<file path="config.mk">
export PLATFORM = sky130hd
export DESIGN_NAME = length_prefixed_frame_fifo_unit
export DESIGN_NICKNAME = d
export VERILOG_FILES = /design/src/rtl/lpff_pkg.sv /design/src/rtl/lpff_ram.sv /design/src/rtl/lpff_alu.sv /design/src/rtl/length_prefixed_frame_fifo_unit.sv
export SDC_FILE = /design/constraint.sdc
export NUM_CORES = 1
export LEC_CHECK = 0
export BUFFER_PORTS_ARGS = -buffer_cell sky130_fd_sc_hd__buf_2
export CAP_MARGIN = 10
export CORE_UTILIZATION = 55
export CTS_BUF_LIST = sky130_fd_sc_hd__clkbuf_2 sky130_fd_sc_hd__clkbuf_4 sky130_fd_sc_hd__clkbuf_8
export DETAILED_ROUTE_END_ITERATION = 12
export PLACE_DENSITY = 0.81
export SETUP_SLACK_MARGIN = 0.02
export SLEW_MARGIN = 5
export SYNTH_ARGS = -nofsm -noshare
export SYNTH_HDL_FRONTEND = slang
export SYNTH_HIERARCHICAL = 1
export SYNTH_SLANG_ARGS = --single-unit
</file>
<file path="constraint.sdc">
create_clock -name clk -period 13.5 [get_ports clk]
set_input_delay 1.35 -clock clk [delete_from_list [all_inputs] [get_ports clk]]
set_output_delay 1.35 -clock clk [all_outputs]
set_load 0.05 [all_outputs]
</file>
<file path="src/rtl/lpff_pkg.sv">
// ----------------------------------------------------------------------------
// lpff_pkg
// Shared constants, result kinds and pointer-unit types for the
// length-prefixed frame FIFO.
// ----------------------------------------------------------------------------
package lpff_pkg;

  localparam int STORE_DEPTH = 128;
  localparam int PTR_W       = $clog2(STORE_DEPTH);
  // space values run from 0 to STORE_DEPTH inclusive
  localparam int SPACE_W     = PTR_W + 1;

  localparam int BYTE_W = 8;
  localparam int LEN_W  = 5;
  localparam int CNT_W  = 5;
  localparam int HDR_W  = 4;
  localparam int KIND_W = 3;

  localparam logic [BYTE_W-1:0] NIBBLE_MASK = 8'h0F;
  localparam logic [LEN_W-1:0]  LEN_BIAS    = 5'd3;
  localparam logic [CNT_W-1:0]  CNT_MAX     = 5'd31;

  localparam logic [KIND_W-1:0] KIND_WR_OK    = 3'd0;
  localparam logic [KIND_W-1:0] KIND_WR_REJ   = 3'd1;
  localparam logic [KIND_W-1:0] KIND_BYTE     = 3'd2;
  localparam logic [KIND_W-1:0] KIND_EMPTY    = 3'd3;
  localparam logic [KIND_W-1:0] KIND_FLUSH    = 3'd4;

  localparam logic OP_WRITE = 1'b0;
  localparam logic OP_READ  = 1'b1;

  typedef enum logic [1:0] {
    ALU_SUB_WRAP = 2'b01,
    ALU_INC_WRAP = 2'b10
  } alu_op_t;

  typedef struct packed {
    alu_op_t          op;
    logic [PTR_W-1:0] a;
    logic [PTR_W-1:0] b;
  } alu_req_t;

endpackage

</file>
<file path="src/rtl/lpff_ram.sv">
// ----------------------------------------------------------------------------
// lpff_ram
// Generic single-write, single-read RAM with registered read data.
// ----------------------------------------------------------------------------
module lpff_ram #(
  parameter int WIDTH = 8,
  parameter int DEPTH = 128
) (
  input  logic                     clk,
  input  logic                     we,
  input  logic [$clog2(DEPTH)-1:0] waddr,
  input  logic [WIDTH-1:0]         wdata,
  input  logic [$clog2(DEPTH)-1:0] raddr,
  output logic [WIDTH-1:0]         rdata
);

  logic [WIDTH-1:0] mem [DEPTH];
  logic [WIDTH-1:0] rdata_r;

  always_ff @(posedge clk) begin
    if (we) begin
      mem[waddr] <= wdata;
    end
    rdata_r <= mem[raddr];
  end

  assign rdata = rdata_r;

endmodule

</file>
<file path="src/rtl/lpff_alu.sv">
// ----------------------------------------------------------------------------
// lpff_alu
// Shared pointer unit: circular distance between two pointers, or a
// wrapping increment of one pointer.
// ----------------------------------------------------------------------------
module lpff_alu (
  input  lpff_pkg::alu_req_t         req,
  output logic [lpff_pkg::PTR_W-1:0] y
);

  logic [lpff_pkg::SPACE_W-1:0] a_ext;
  logic [lpff_pkg::SPACE_W-1:0] b_ext;
  logic [lpff_pkg::SPACE_W-1:0] sum;

  assign a_ext = {1'b0, req.a};
  assign b_ext = {1'b0, req.b};

  always_comb begin
    unique case (req.op)
      lpff_pkg::ALU_INC_WRAP: begin
        if (a_ext == lpff_pkg::SPACE_W'(lpff_pkg::STORE_DEPTH - 1)) begin
          sum = '0;
        end else begin
          sum = a_ext + 1'b1;
        end
      end
      default: begin
        // a >= b: plain difference, else add the depth back
        if (a_ext >= b_ext) begin
          sum = a_ext - b_ext;
        end else begin
          sum = a_ext + lpff_pkg::SPACE_W'(lpff_pkg::STORE_DEPTH) - b_ext;
        end
      end
    endcase
  end

  assign y = sum[lpff_pkg::PTR_W-1:0];

endmodule

</file>
<file path="src/rtl/length_prefixed_frame_fifo_unit.sv">
// ----------------------------------------------------------------------------
// length_prefixed_frame_fifo_unit
// Circular byte store of whole frames with a length nibble in the header byte.
// Write: each beat has a space check and store (S_WCHK), a position increment
//   if it fits (S_WINC) and a count (S_WFIN); a frame's last beat then holds
//   its result in the output register. A read fetches the header, then each
//   frame byte, all through the single shared pointer unit and one RAM read port.
// One input beat at a time; in_stall stays high until all its results leave.
// Reset (synchronous): head, tail, staging state and flags clear; the byte
//   store is not cleared and needs no clearing pass.
// ----------------------------------------------------------------------------
module length_prefixed_frame_fifo_unit (
  input  logic                           clk,
  input  logic                           rst_n,
  input  logic                           in_valid,
  output logic                           in_stall,
  input  logic                           in_op,
  input  logic [lpff_pkg::BYTE_W-1:0]    in_data_byte,
  input  logic                           in_frame_end,
  output logic                           out_valid,
  input  logic                           out_stall,
  output logic [lpff_pkg::KIND_W-1:0]    out_kind,
  output logic [lpff_pkg::BYTE_W-1:0]    out_out_byte,
  output logic [lpff_pkg::LEN_W-1:0]     out_frame_length,
  output logic                           out_last
);

  typedef enum logic [7:0] {
    S_IDLE  = 8'b0000_0001,
    S_WCHK  = 8'b0000_0010,
    S_WINC  = 8'b0000_0100,
    S_WFIN  = 8'b0000_1000,
    S_RWAIT = 8'b0001_0000,
    S_RHDR  = 8'b0010_0000,
    S_RBYTE = 8'b0100_0000,
    S_OUT   = 8'b1000_0000
  } state_t;

  state_t state_r, state_nxt;

  logic [lpff_pkg::PTR_W-1:0]  head_r, tail_r, stage_pos_r, rd_ptr_r;
  logic                        empty_r, stage_bad_r;
  logic [lpff_pkg::CNT_W-1:0]  stage_count_r;
  logic [lpff_pkg::HDR_W-1:0]  stage_header_r;
  logic [lpff_pkg::BYTE_W-1:0] wbyte_r;
  logic                        wend_r;
  logic [lpff_pkg::LEN_W-1:0]  len_r, cnt_r;
  logic [lpff_pkg::KIND_W-1:0] kind_r;
  logic [lpff_pkg::BYTE_W-1:0] obyte_r;
  logic [lpff_pkg::LEN_W-1:0]  olen_r;
  logic                        olast_r;

  lpff_pkg::alu_req_t          alu_req;
  logic [lpff_pkg::PTR_W-1:0]  alu_y;
  logic [lpff_pkg::BYTE_W-1:0] ram_rdata;
  logic                        ram_we;

  logic [lpff_pkg::SPACE_W-1:0] free_w, used_w;
  logic                         fit_w;
  logic [lpff_pkg::CNT_W-1:0]   count_sat_w;
  logic                         frame_ok_w;
  logic [lpff_pkg::LEN_W-1:0]   rd_len_w;
  logic                         rd_last_w;
  logic                         in_acc, out_acc;

  assign in_acc  = in_valid && !in_stall;
  assign out_acc = out_valid && !out_stall;

  // pointer unit operand select
  always_comb begin
    alu_req.op = lpff_pkg::ALU_SUB_WRAP;
    alu_req.a  = tail_r;
    alu_req.b  = head_r;
    unique case (state_r)
      S_WINC: begin
        alu_req.op = lpff_pkg::ALU_INC_WRAP;
        alu_req.a  = stage_pos_r;
      end
      S_RHDR: begin
        alu_req.a = head_r;
        alu_req.b = tail_r;
      end
      S_RBYTE: begin
        alu_req.op = lpff_pkg::ALU_INC_WRAP;
        alu_req.a  = rd_ptr_r;
      end
      default: begin
      end
    endcase
  end

  lpff_alu u_alu (
    .req (alu_req),
    .y   (alu_y)
  );

  assign ram_we = (state_r == S_WCHK) && fit_w;

  lpff_ram #(
    .WIDTH (lpff_pkg::BYTE_W),
    .DEPTH (lpff_pkg::STORE_DEPTH)
  ) u_store (
    .clk   (clk),
    .we    (ram_we),
    .waddr (stage_pos_r),
    .wdata (wbyte_r),
    .raddr (rd_ptr_r),
    .rdata (ram_rdata)
  );

  // tail == head with data present means a full store
  assign free_w = empty_r ? lpff_pkg::SPACE_W'(lpff_pkg::STORE_DEPTH) : {1'b0, alu_y};
  assign used_w = empty_r ? '0 :
                  (head_r == tail_r) ? lpff_pkg::SPACE_W'(lpff_pkg::STORE_DEPTH) :
                  {1'b0, alu_y};
  assign fit_w  = lpff_pkg::SPACE_W'(stage_count_r) < free_w;

  assign count_sat_w = (stage_count_r == lpff_pkg::CNT_MAX) ? lpff_pkg::CNT_MAX :
                       stage_count_r + 1'b1;
  assign frame_ok_w  = !stage_bad_r &&
                       (count_sat_w == (lpff_pkg::LEN_W'(stage_header_r) + lpff_pkg::LEN_BIAS));

  assign rd_len_w  = lpff_pkg::LEN_W'(ram_rdata & lpff_pkg::NIBBLE_MASK) + lpff_pkg::LEN_BIAS;
  assign rd_last_w = (cnt_r + 1'b1) == len_r;

  always_comb begin
    state_nxt = state_r;
    unique case (state_r)
      S_IDLE: begin
        if (in_acc) begin
          if (in_op == lpff_pkg::OP_WRITE) begin
            state_nxt = S_WCHK;
          end else if (empty_r) begin
            state_nxt = S_OUT;
          end else begin
            state_nxt = S_RWAIT;
          end
        end
      end
      S_WCHK:  state_nxt = fit_w ? S_WINC : S_WFIN;
      S_WINC:  state_nxt = S_WFIN;
      S_WFIN:  state_nxt = wend_r ? S_OUT : S_IDLE;
      S_RWAIT: state_nxt = S_RHDR;
      S_RHDR:  state_nxt = (used_w < lpff_pkg::SPACE_W'(rd_len_w)) ? S_OUT : S_RBYTE;
      S_RBYTE: state_nxt = S_OUT;
      S_OUT: begin
        if (out_acc) begin
          state_nxt = olast_r ? S_IDLE : S_RBYTE;
        end
      end
      default: state_nxt = S_IDLE;
    endcase
  end

  // control state
  always_ff @(posedge clk) begin
    if (!rst_n) begin
      state_r        <= S_IDLE;
      head_r         <= '0;
      tail_r         <= '0;
      empty_r        <= 1'b1;
      stage_pos_r    <= '0;
      stage_count_r  <= '0;
      stage_header_r <= '0;
      stage_bad_r    <= 1'b0;
    end else begin
      state_r <= state_nxt;
      unique case (state_r)
        S_IDLE: begin
          // first beat of a frame opens a new staging run at the head
          if (in_acc && in_op == lpff_pkg::OP_WRITE && stage_count_r == '0) begin
            stage_header_r <= lpff_pkg::HDR_W'(in_data_byte & lpff_pkg::NIBBLE_MASK);
            stage_pos_r    <= head_r;
            stage_bad_r    <= 1'b0;
          end
        end
        S_WCHK: begin
          if (!fit_w) begin
            stage_bad_r <= 1'b1;
          end
        end
        S_WINC: begin
          stage_pos_r <= alu_y;
        end
        S_WFIN: begin
          if (wend_r) begin
            if (frame_ok_w) begin
              head_r  <= stage_pos_r;
              empty_r <= 1'b0;
            end
            stage_count_r <= '0;
            stage_bad_r   <= 1'b0;
          end else begin
            stage_count_r <= count_sat_w;
          end
        end
        S_RHDR: begin
          if (used_w < lpff_pkg::SPACE_W'(rd_len_w)) begin
            tail_r  <= head_r;
            empty_r <= 1'b1;
          end
        end
        S_RBYTE: begin
          if (rd_last_w) begin
            tail_r <= alu_y;
            if (alu_y == head_r) begin
              empty_r <= 1'b1;
            end
          end
        end
        default: begin
        end
      endcase
    end
  end

  // payload and output registers
  always_ff @(posedge clk) begin
    unique case (state_r)
      S_IDLE: begin
        if (in_acc) begin
          wbyte_r  <= in_data_byte;
          wend_r   <= in_frame_end;
          rd_ptr_r <= tail_r;
          cnt_r    <= '0;
          kind_r   <= lpff_pkg::KIND_EMPTY;
          obyte_r  <= '0;
          olen_r   <= '0;
          olast_r  <= 1'b1;
        end
      end
      S_WFIN: begin
        kind_r  <= frame_ok_w ? lpff_pkg::KIND_WR_OK : lpff_pkg::KIND_WR_REJ;
        obyte_r <= '0;
        olen_r  <= '0;
        olast_r <= 1'b1;
      end
      S_RHDR: begin
        len_r   <= rd_len_w;
        kind_r  <= lpff_pkg::KIND_FLUSH;
        obyte_r <= '0;
        olen_r  <= rd_len_w;
        olast_r <= 1'b1;
      end
      S_RBYTE: begin
        kind_r   <= lpff_pkg::KIND_BYTE;
        obyte_r  <= ram_rdata;
        olen_r   <= len_r;
        olast_r  <= rd_last_w;
        rd_ptr_r <= alu_y;
        cnt_r    <= cnt_r + 1'b1;
      end
      default: begin
      end
    endcase
  end

  assign in_stall         = (state_r != S_IDLE);
  assign out_valid        = (state_r == S_OUT);
  assign out_kind         = kind_r;
  assign out_out_byte     = obyte_r;
  assign out_frame_length = olen_r;
  assign out_last         = olast_r;

endmodule

</file>
### Word-level counts from Yosys, hierarchy flattened

Memories as Yosys holds them, arrays and structs flattened. A register that Yosys moved wholly into a read port is not among the register bits.
Cells that the tools add are included.

* bits in registers: 83
* RAM bits: 1024
* input bits: 14
* output and inout bits: 19
* memories kept: 1

* add/subtract/negate cells: 8
* $lt $le $gt $ge: 3
* eq/ne operators: 25
* multiplexer cells: 49
* bitwise gates (word level): 1
* reduce and logical (&&, ||, !) cells: 30

Memory list
* u_store.mem: words 128, bits a word 8, read ports 1, clocked after Yosys merged registers in 1, wr ports 1, RTL line lpff_ram.sv:17 `logic [WIDTH-1:0] mem [DEPTH];`

Operators by type and width (number)
* 8-bit two-way mux: 10
* 8-bit case mux with 8 select lines: 1
* 7-bit two-way mux: 9
* 7-bit case mux with 2 select lines: 3
* 8-bit case mux with 3 select lines: 1
* 7-bit case mux with 3 select lines: 1
* 5-bit case mux with 4 select lines: 1
* 2-bit != test, second input constant: 8
* 5-bit two-way mux: 3
* 7-bit by 1-bit adder with 7-bit output, second input constant: 2
* 7-bit == test: 2
* 2-bit AND reduction: 7
* 7-bit subtractor: 2
* 1-bit two-way mux: 12
* 3-bit case mux with 4 select lines: 1
* 4-bit by 2-bit adder with 5-bit output, second input constant: 2
* 5-bit by 1-bit adder with 5-bit output, second input constant: 2
* 5-bit == test: 2
* 5-bit case mux with 2 select lines: 1
* 1-bit case mux with 3 select lines: 3
* 3-bit nonzero test: 3
* 8-bit by 1-bit == test with 1-bit output, second input constant: 1
* 8-bit by 2-bit == test with 1-bit output, second input constant: 1
* 8-bit by 3-bit == test with 1-bit output, second input constant: 1
* 26 further kinds: 37

### Depth between registers and ports, before layout

* depth in word-level cells: 11
* depth in mapped cells: 26
* mapped depth without buffers: 22

### Hierarchy

The synthesis kept the hierarchy.

By module, submodules not included
* lpff_ram: times used 1, cells an instance 1635, area an instance 39665.5 sq um, sequential area each 30909.6 sq um
* length_prefixed_frame_fifo_unit: times used 1, cells an instance 507, area an instance 4747.1 sq um, sequential area each 2092.0 sq um
* lpff_alu: times used 1, cells an instance 60, area an instance 441.7 sq um, sequential area each 0.0 sq um

### Worst setup path after synthesis

OpenSTA, ideal clock, no wires.

* path type: register to register
* from: register state_r[7]
* to: memory u_store.mem[110][0], enable pin
* arrival time: 5.285 ns
* data required time: 13.130 ns
* path slack: 7.845 ns
* stages on the path, launching flop included: 26
* path buffers: 4
* clock period less this slack: 5.655 ns
* cells stage by stage: dfxtp_1 -> buf_6 -> or4_4 -> nor3_1 -> buf_2 -> a222oi_1 -> nand2_1 -> inv_1 -> ha_1 -> fa_1 -> nor2b_4 -> o21ai_0 -> nand2b_1 -> xnor2_1 -> mux2i_1 -> nand2_1 -> ha_1 -> nor3_1 -> o21ai_0 -> nand3_1 -> nor2b_1 -> clkbuf_1 -> nor2b_1 -> nand3_1 -> clkbuf_1 -> nor2_1

RTL lines
* start, declared: RTL line length_prefixed_frame_fifo_unit.sv:39 `state_t state_r, state_nxt;`
* start signal, assigned: RTL line length_prefixed_frame_fifo_unit.sv:167 `state_r <= state_nxt;`
* end, declared: RTL line lpff_ram.sv:17

==> impl_results.md <==
- R2r worst-path depth: 21
- Final Max Tran Viols: 0
- Tightest Pin Transition: 1.29 ns
- Finished Core Util: 0.615
- Vias per Instance: 6.65
- Synth warnings: 6
- Crit path kind: reg -> reg
- Syn avg cell area: 20.4 um^2
- #FFs+latches synth: 1,115
- Commonest non-fill, non-tap cell in the layout: edfxtp_1
- Mapped Area: 0.0449 mm^2
- Die area: 0.0827 mm^2
- DRT Wirelength: 107,000 um
- Clock sinks: 1,115
- FILL cells: 5,194
- Share of cells above drive strength 1: 0.289
- Most frequent cells in the layout: edfxtp_1, mux4_2, clkbuf_8
- Setup Viol. Count Final: 0
- DRT iter0 DRCs: 3,736
- Max Freq: 0.129 GHz
- Skew final: 0.0306 ns
- WHS Path Cells: 2
- Critical Path AT: 8.19 ns
- Gr ovfl total: 0
- Post-cts resize count: 0
- Root Driver: clkbuf_8
- Clock latency on the worst-skew pair: 0.82 ns
- Pin count of the biggest net entering global routing: 189
- Status: completed
- Net Sw Frac: 0.242
- Postcts setup bufs: 0
- Mapped Cells: 2,202
- # IOs: 33
- DPL Wire Length: 64,800 um
- Core ar.: 0.0805 mm^2
- Synthesized Nets: 2,237
- Area delta synth->final: 10.5%
- Pint: 5.80 mW
- Final routed DRC violation total: 0
- Startpoint Class: flop
- Pre-antenna DRT Iters: 6
- Setup TNS: 0 ns
- Main flop type after synthesis: edfxtp_1
- Crit-path max FO: 21
- Combinational power share: 0.115
- Critical path capture point type: flop
- Distinct cells, synth: 72
- Initial antenna violation count: 5
- Hold buffers post-CTS: 0
- TritonCTS clock tree: yes
- Slew margin rel.: 0.137
- Post-synth EDFFs: 1,067
- Max-Cap Viols: 0
- Peak supply drop: 0.0000962 V
- Hold Path Class: reg -> reg
- Initial core utilization: 0.557
- GRT Total Usage: 0.264
- Crit share post-route: 0.574
- CTS H-Tree Depth: 4
- Unrepaired setup endpoints after global routing: no
- FFs w/ async S/R, synth: 0
- Final hold vios: 0
- Buffers on Ports: 32
- Avg WL per Cell: 30.5 um
- Antenna viol nets, final: 0
- Die Height: 288 um
- Number of global-route vias before repair: 23.3k
- Wire length of the first global-routing pass: 157,000 um
- Fin crit period: 7.75 ns
- Net Sw Power: 1.85 mW
- Critical Path RT: 13.95 ns
- Pwr Density: 154 mW/mm^2
- Seq pwr share: 0.515
- Layout net count: 2,352
- Via Count: 23.3k
- Buffer depth of the longest clock path: 3
- Leak: 15.6 nW
- Row count: 104
- GP Congestion: 0.940
- Reg clk slew, reported paths: 0.06 ns
- Sequential element share of the synthesized area: 0.736
- TritonCTS Buffers: 160
- Die Wd: 288 um
- Clock network power share: 0.370
==> cells by family (layout without fill, tap and decap cells) <==
logic type | Yosys count | in the layout | synth area share
adder cells (fa/ha/maj) | 21 | 21 | 0.00603
buffers and inverters | 151 | 399 | 0.0150
other | 0 | 2 | 0
XOR/XNOR | 40 | 40 | 0.00879
multiplexers | 371 | 371 | 0.177
flip-flops | 1115 | 1115 | 0.736
AND/OR/NAND/NOR | 398 | 398 | 0.0404
AO/OA/AOI/OAI | 106 | 106 | 0.0173
==> layout make-up <==
cell class	instances	area, um^2	share of cell area
antenna	2	5.00	0.000101
inverter	27	101	0.00205
sequential	1115	33000	0.666
multi-input combinational	936	11200	0.226
timing repair buffer	77	515	0.0104
tap	1060	1330	0.0268
clock buffer	216	2650	0.0536
clock inverter	79	762	0.0154
==> power by group through the flow <==
| stage | clock, mW | combinational [mW] | sequential [mW] |
|---|---|---|---|
| 2_1_floorplan | 0 | 0.513 | 4.08 |
| 3_3_place_gp | 0 | 0.847 | 4.01 |
| 3_5_place_dp | 0 | 0.870 | 4.01 |
| 4_1_cts | 2.87 | 0.873 | 3.94 |
| 5_1_grt | 3.01 | 0.908 | 3.94 |
| 6_report | 2.83 | 0.877 | 3.94 |
==> metal layers <==
metal	part of all wire	GRT usage
met3	0.12	0.0662
met1	0.36	0.362
met2	0.49	0.417
met5	0.00046	0
met4	0.034	0.0936
==> through the flow <==
| step | worst slack [ns] | cells | hold slack [ns] | instance area [um^2] | total power [mW] |
|---|---|---|---|---|---|
| after global placement | 6.40 | 3212 | 0.473 | 46100 | 4.86 |
| final | 5.75 | 3512 | 0.506 | 49600 | 7.65 |
| after detailed placement | 6.08 | 3212 | 0.497 | 46100 | 4.88 |
| after CTS | 6.04 | 3507 | 0.505 | 49500 | 7.68 |
| after global routing | 5.45 | 3511 | 0.547 | 49600 | 7.85 |
| after floorplan | 7.84 | 2202 | 0.447 | 44900 | 4.59 |
==> sequential cells by signal, indices dropped and copies added (netlist names), 3 cells and up <==
name	count
rd_ptr_r	7
out_kind	3
cnt_r	5
u_store/mem	1024
u_store/rdata	8
tail_r	7
state_r	8
stage_header_r	4
len_r	5
wbyte_r	8
out_frame_length	5
stage_pos_r	7
stage_count_r	5
out_out_byte	8
head_r	7
==> final timing paths <==
kind | start | to | slack, ns
worst min register to register | stage_bad_r$_SDFFE_PN0P_ | stage_bad_r$_SDFFE_PN0P_ | 0.51
worst max register to register | state_r[3]$_SDFFE_PN0P_ | u_store/mem[90][7]$_DFFE_PP_ | 5.75
worst max-delay path | state_r[3]$_SDFFE_PN0P_ | u_store/mem[90][7]$_DFFE_PP_ | 5.75
worst min-delay path | stage_bad_r$_SDFFE_PN0P_ | stage_bad_r$_SDFFE_PN0P_ | 0.51
==> Yosys cell counts, drive strengths merged (8+ instances only) <==
master     n  area [um^2]
edfxtp  1067        32000
mux4     336         7570
nor2     158          593
nand2    109          409
clkbuf    70          263
buf       54          308
dfxtp     48          961
mux2i     26          260
nand3     26          130
nor3      26          140
inv       25         93.8
o21ai     24          120
xor2      24          210
ha        20          250
a21oi     18         90.1
a211oi    15          148
nor2b     15          101
and3      13         86.3
xnor2     13          114
and2      12         77.6
a31oi      9         56.3
mux2       9          101
nor4       8         50.1
==> worst max-delay path: stages, from the launching register on <==
cell      delay, ns
dfxtp_1        0.52
nor4_1         0.16
nand3_1        0.49
clkinv_1       0.65
a222oi_1       0.52
nand2_1        0.17
inv_1          0.10
ha_1           0.18
fa_1           0.27
nor2b_4        0.06
o2111a_1       0.25
or4_1          0.46
a31oi_1        0.23
xor2_1         0.47
or2_2          0.22
nor2_1         0.04
nand3_1        0.15
nor2b_1        0.16
buf_4          0.21
nor2b_1        0.29
nand2_1        0.83
nor2_1         0.92
Note: power is estimated with default switching activity, not from simulation.
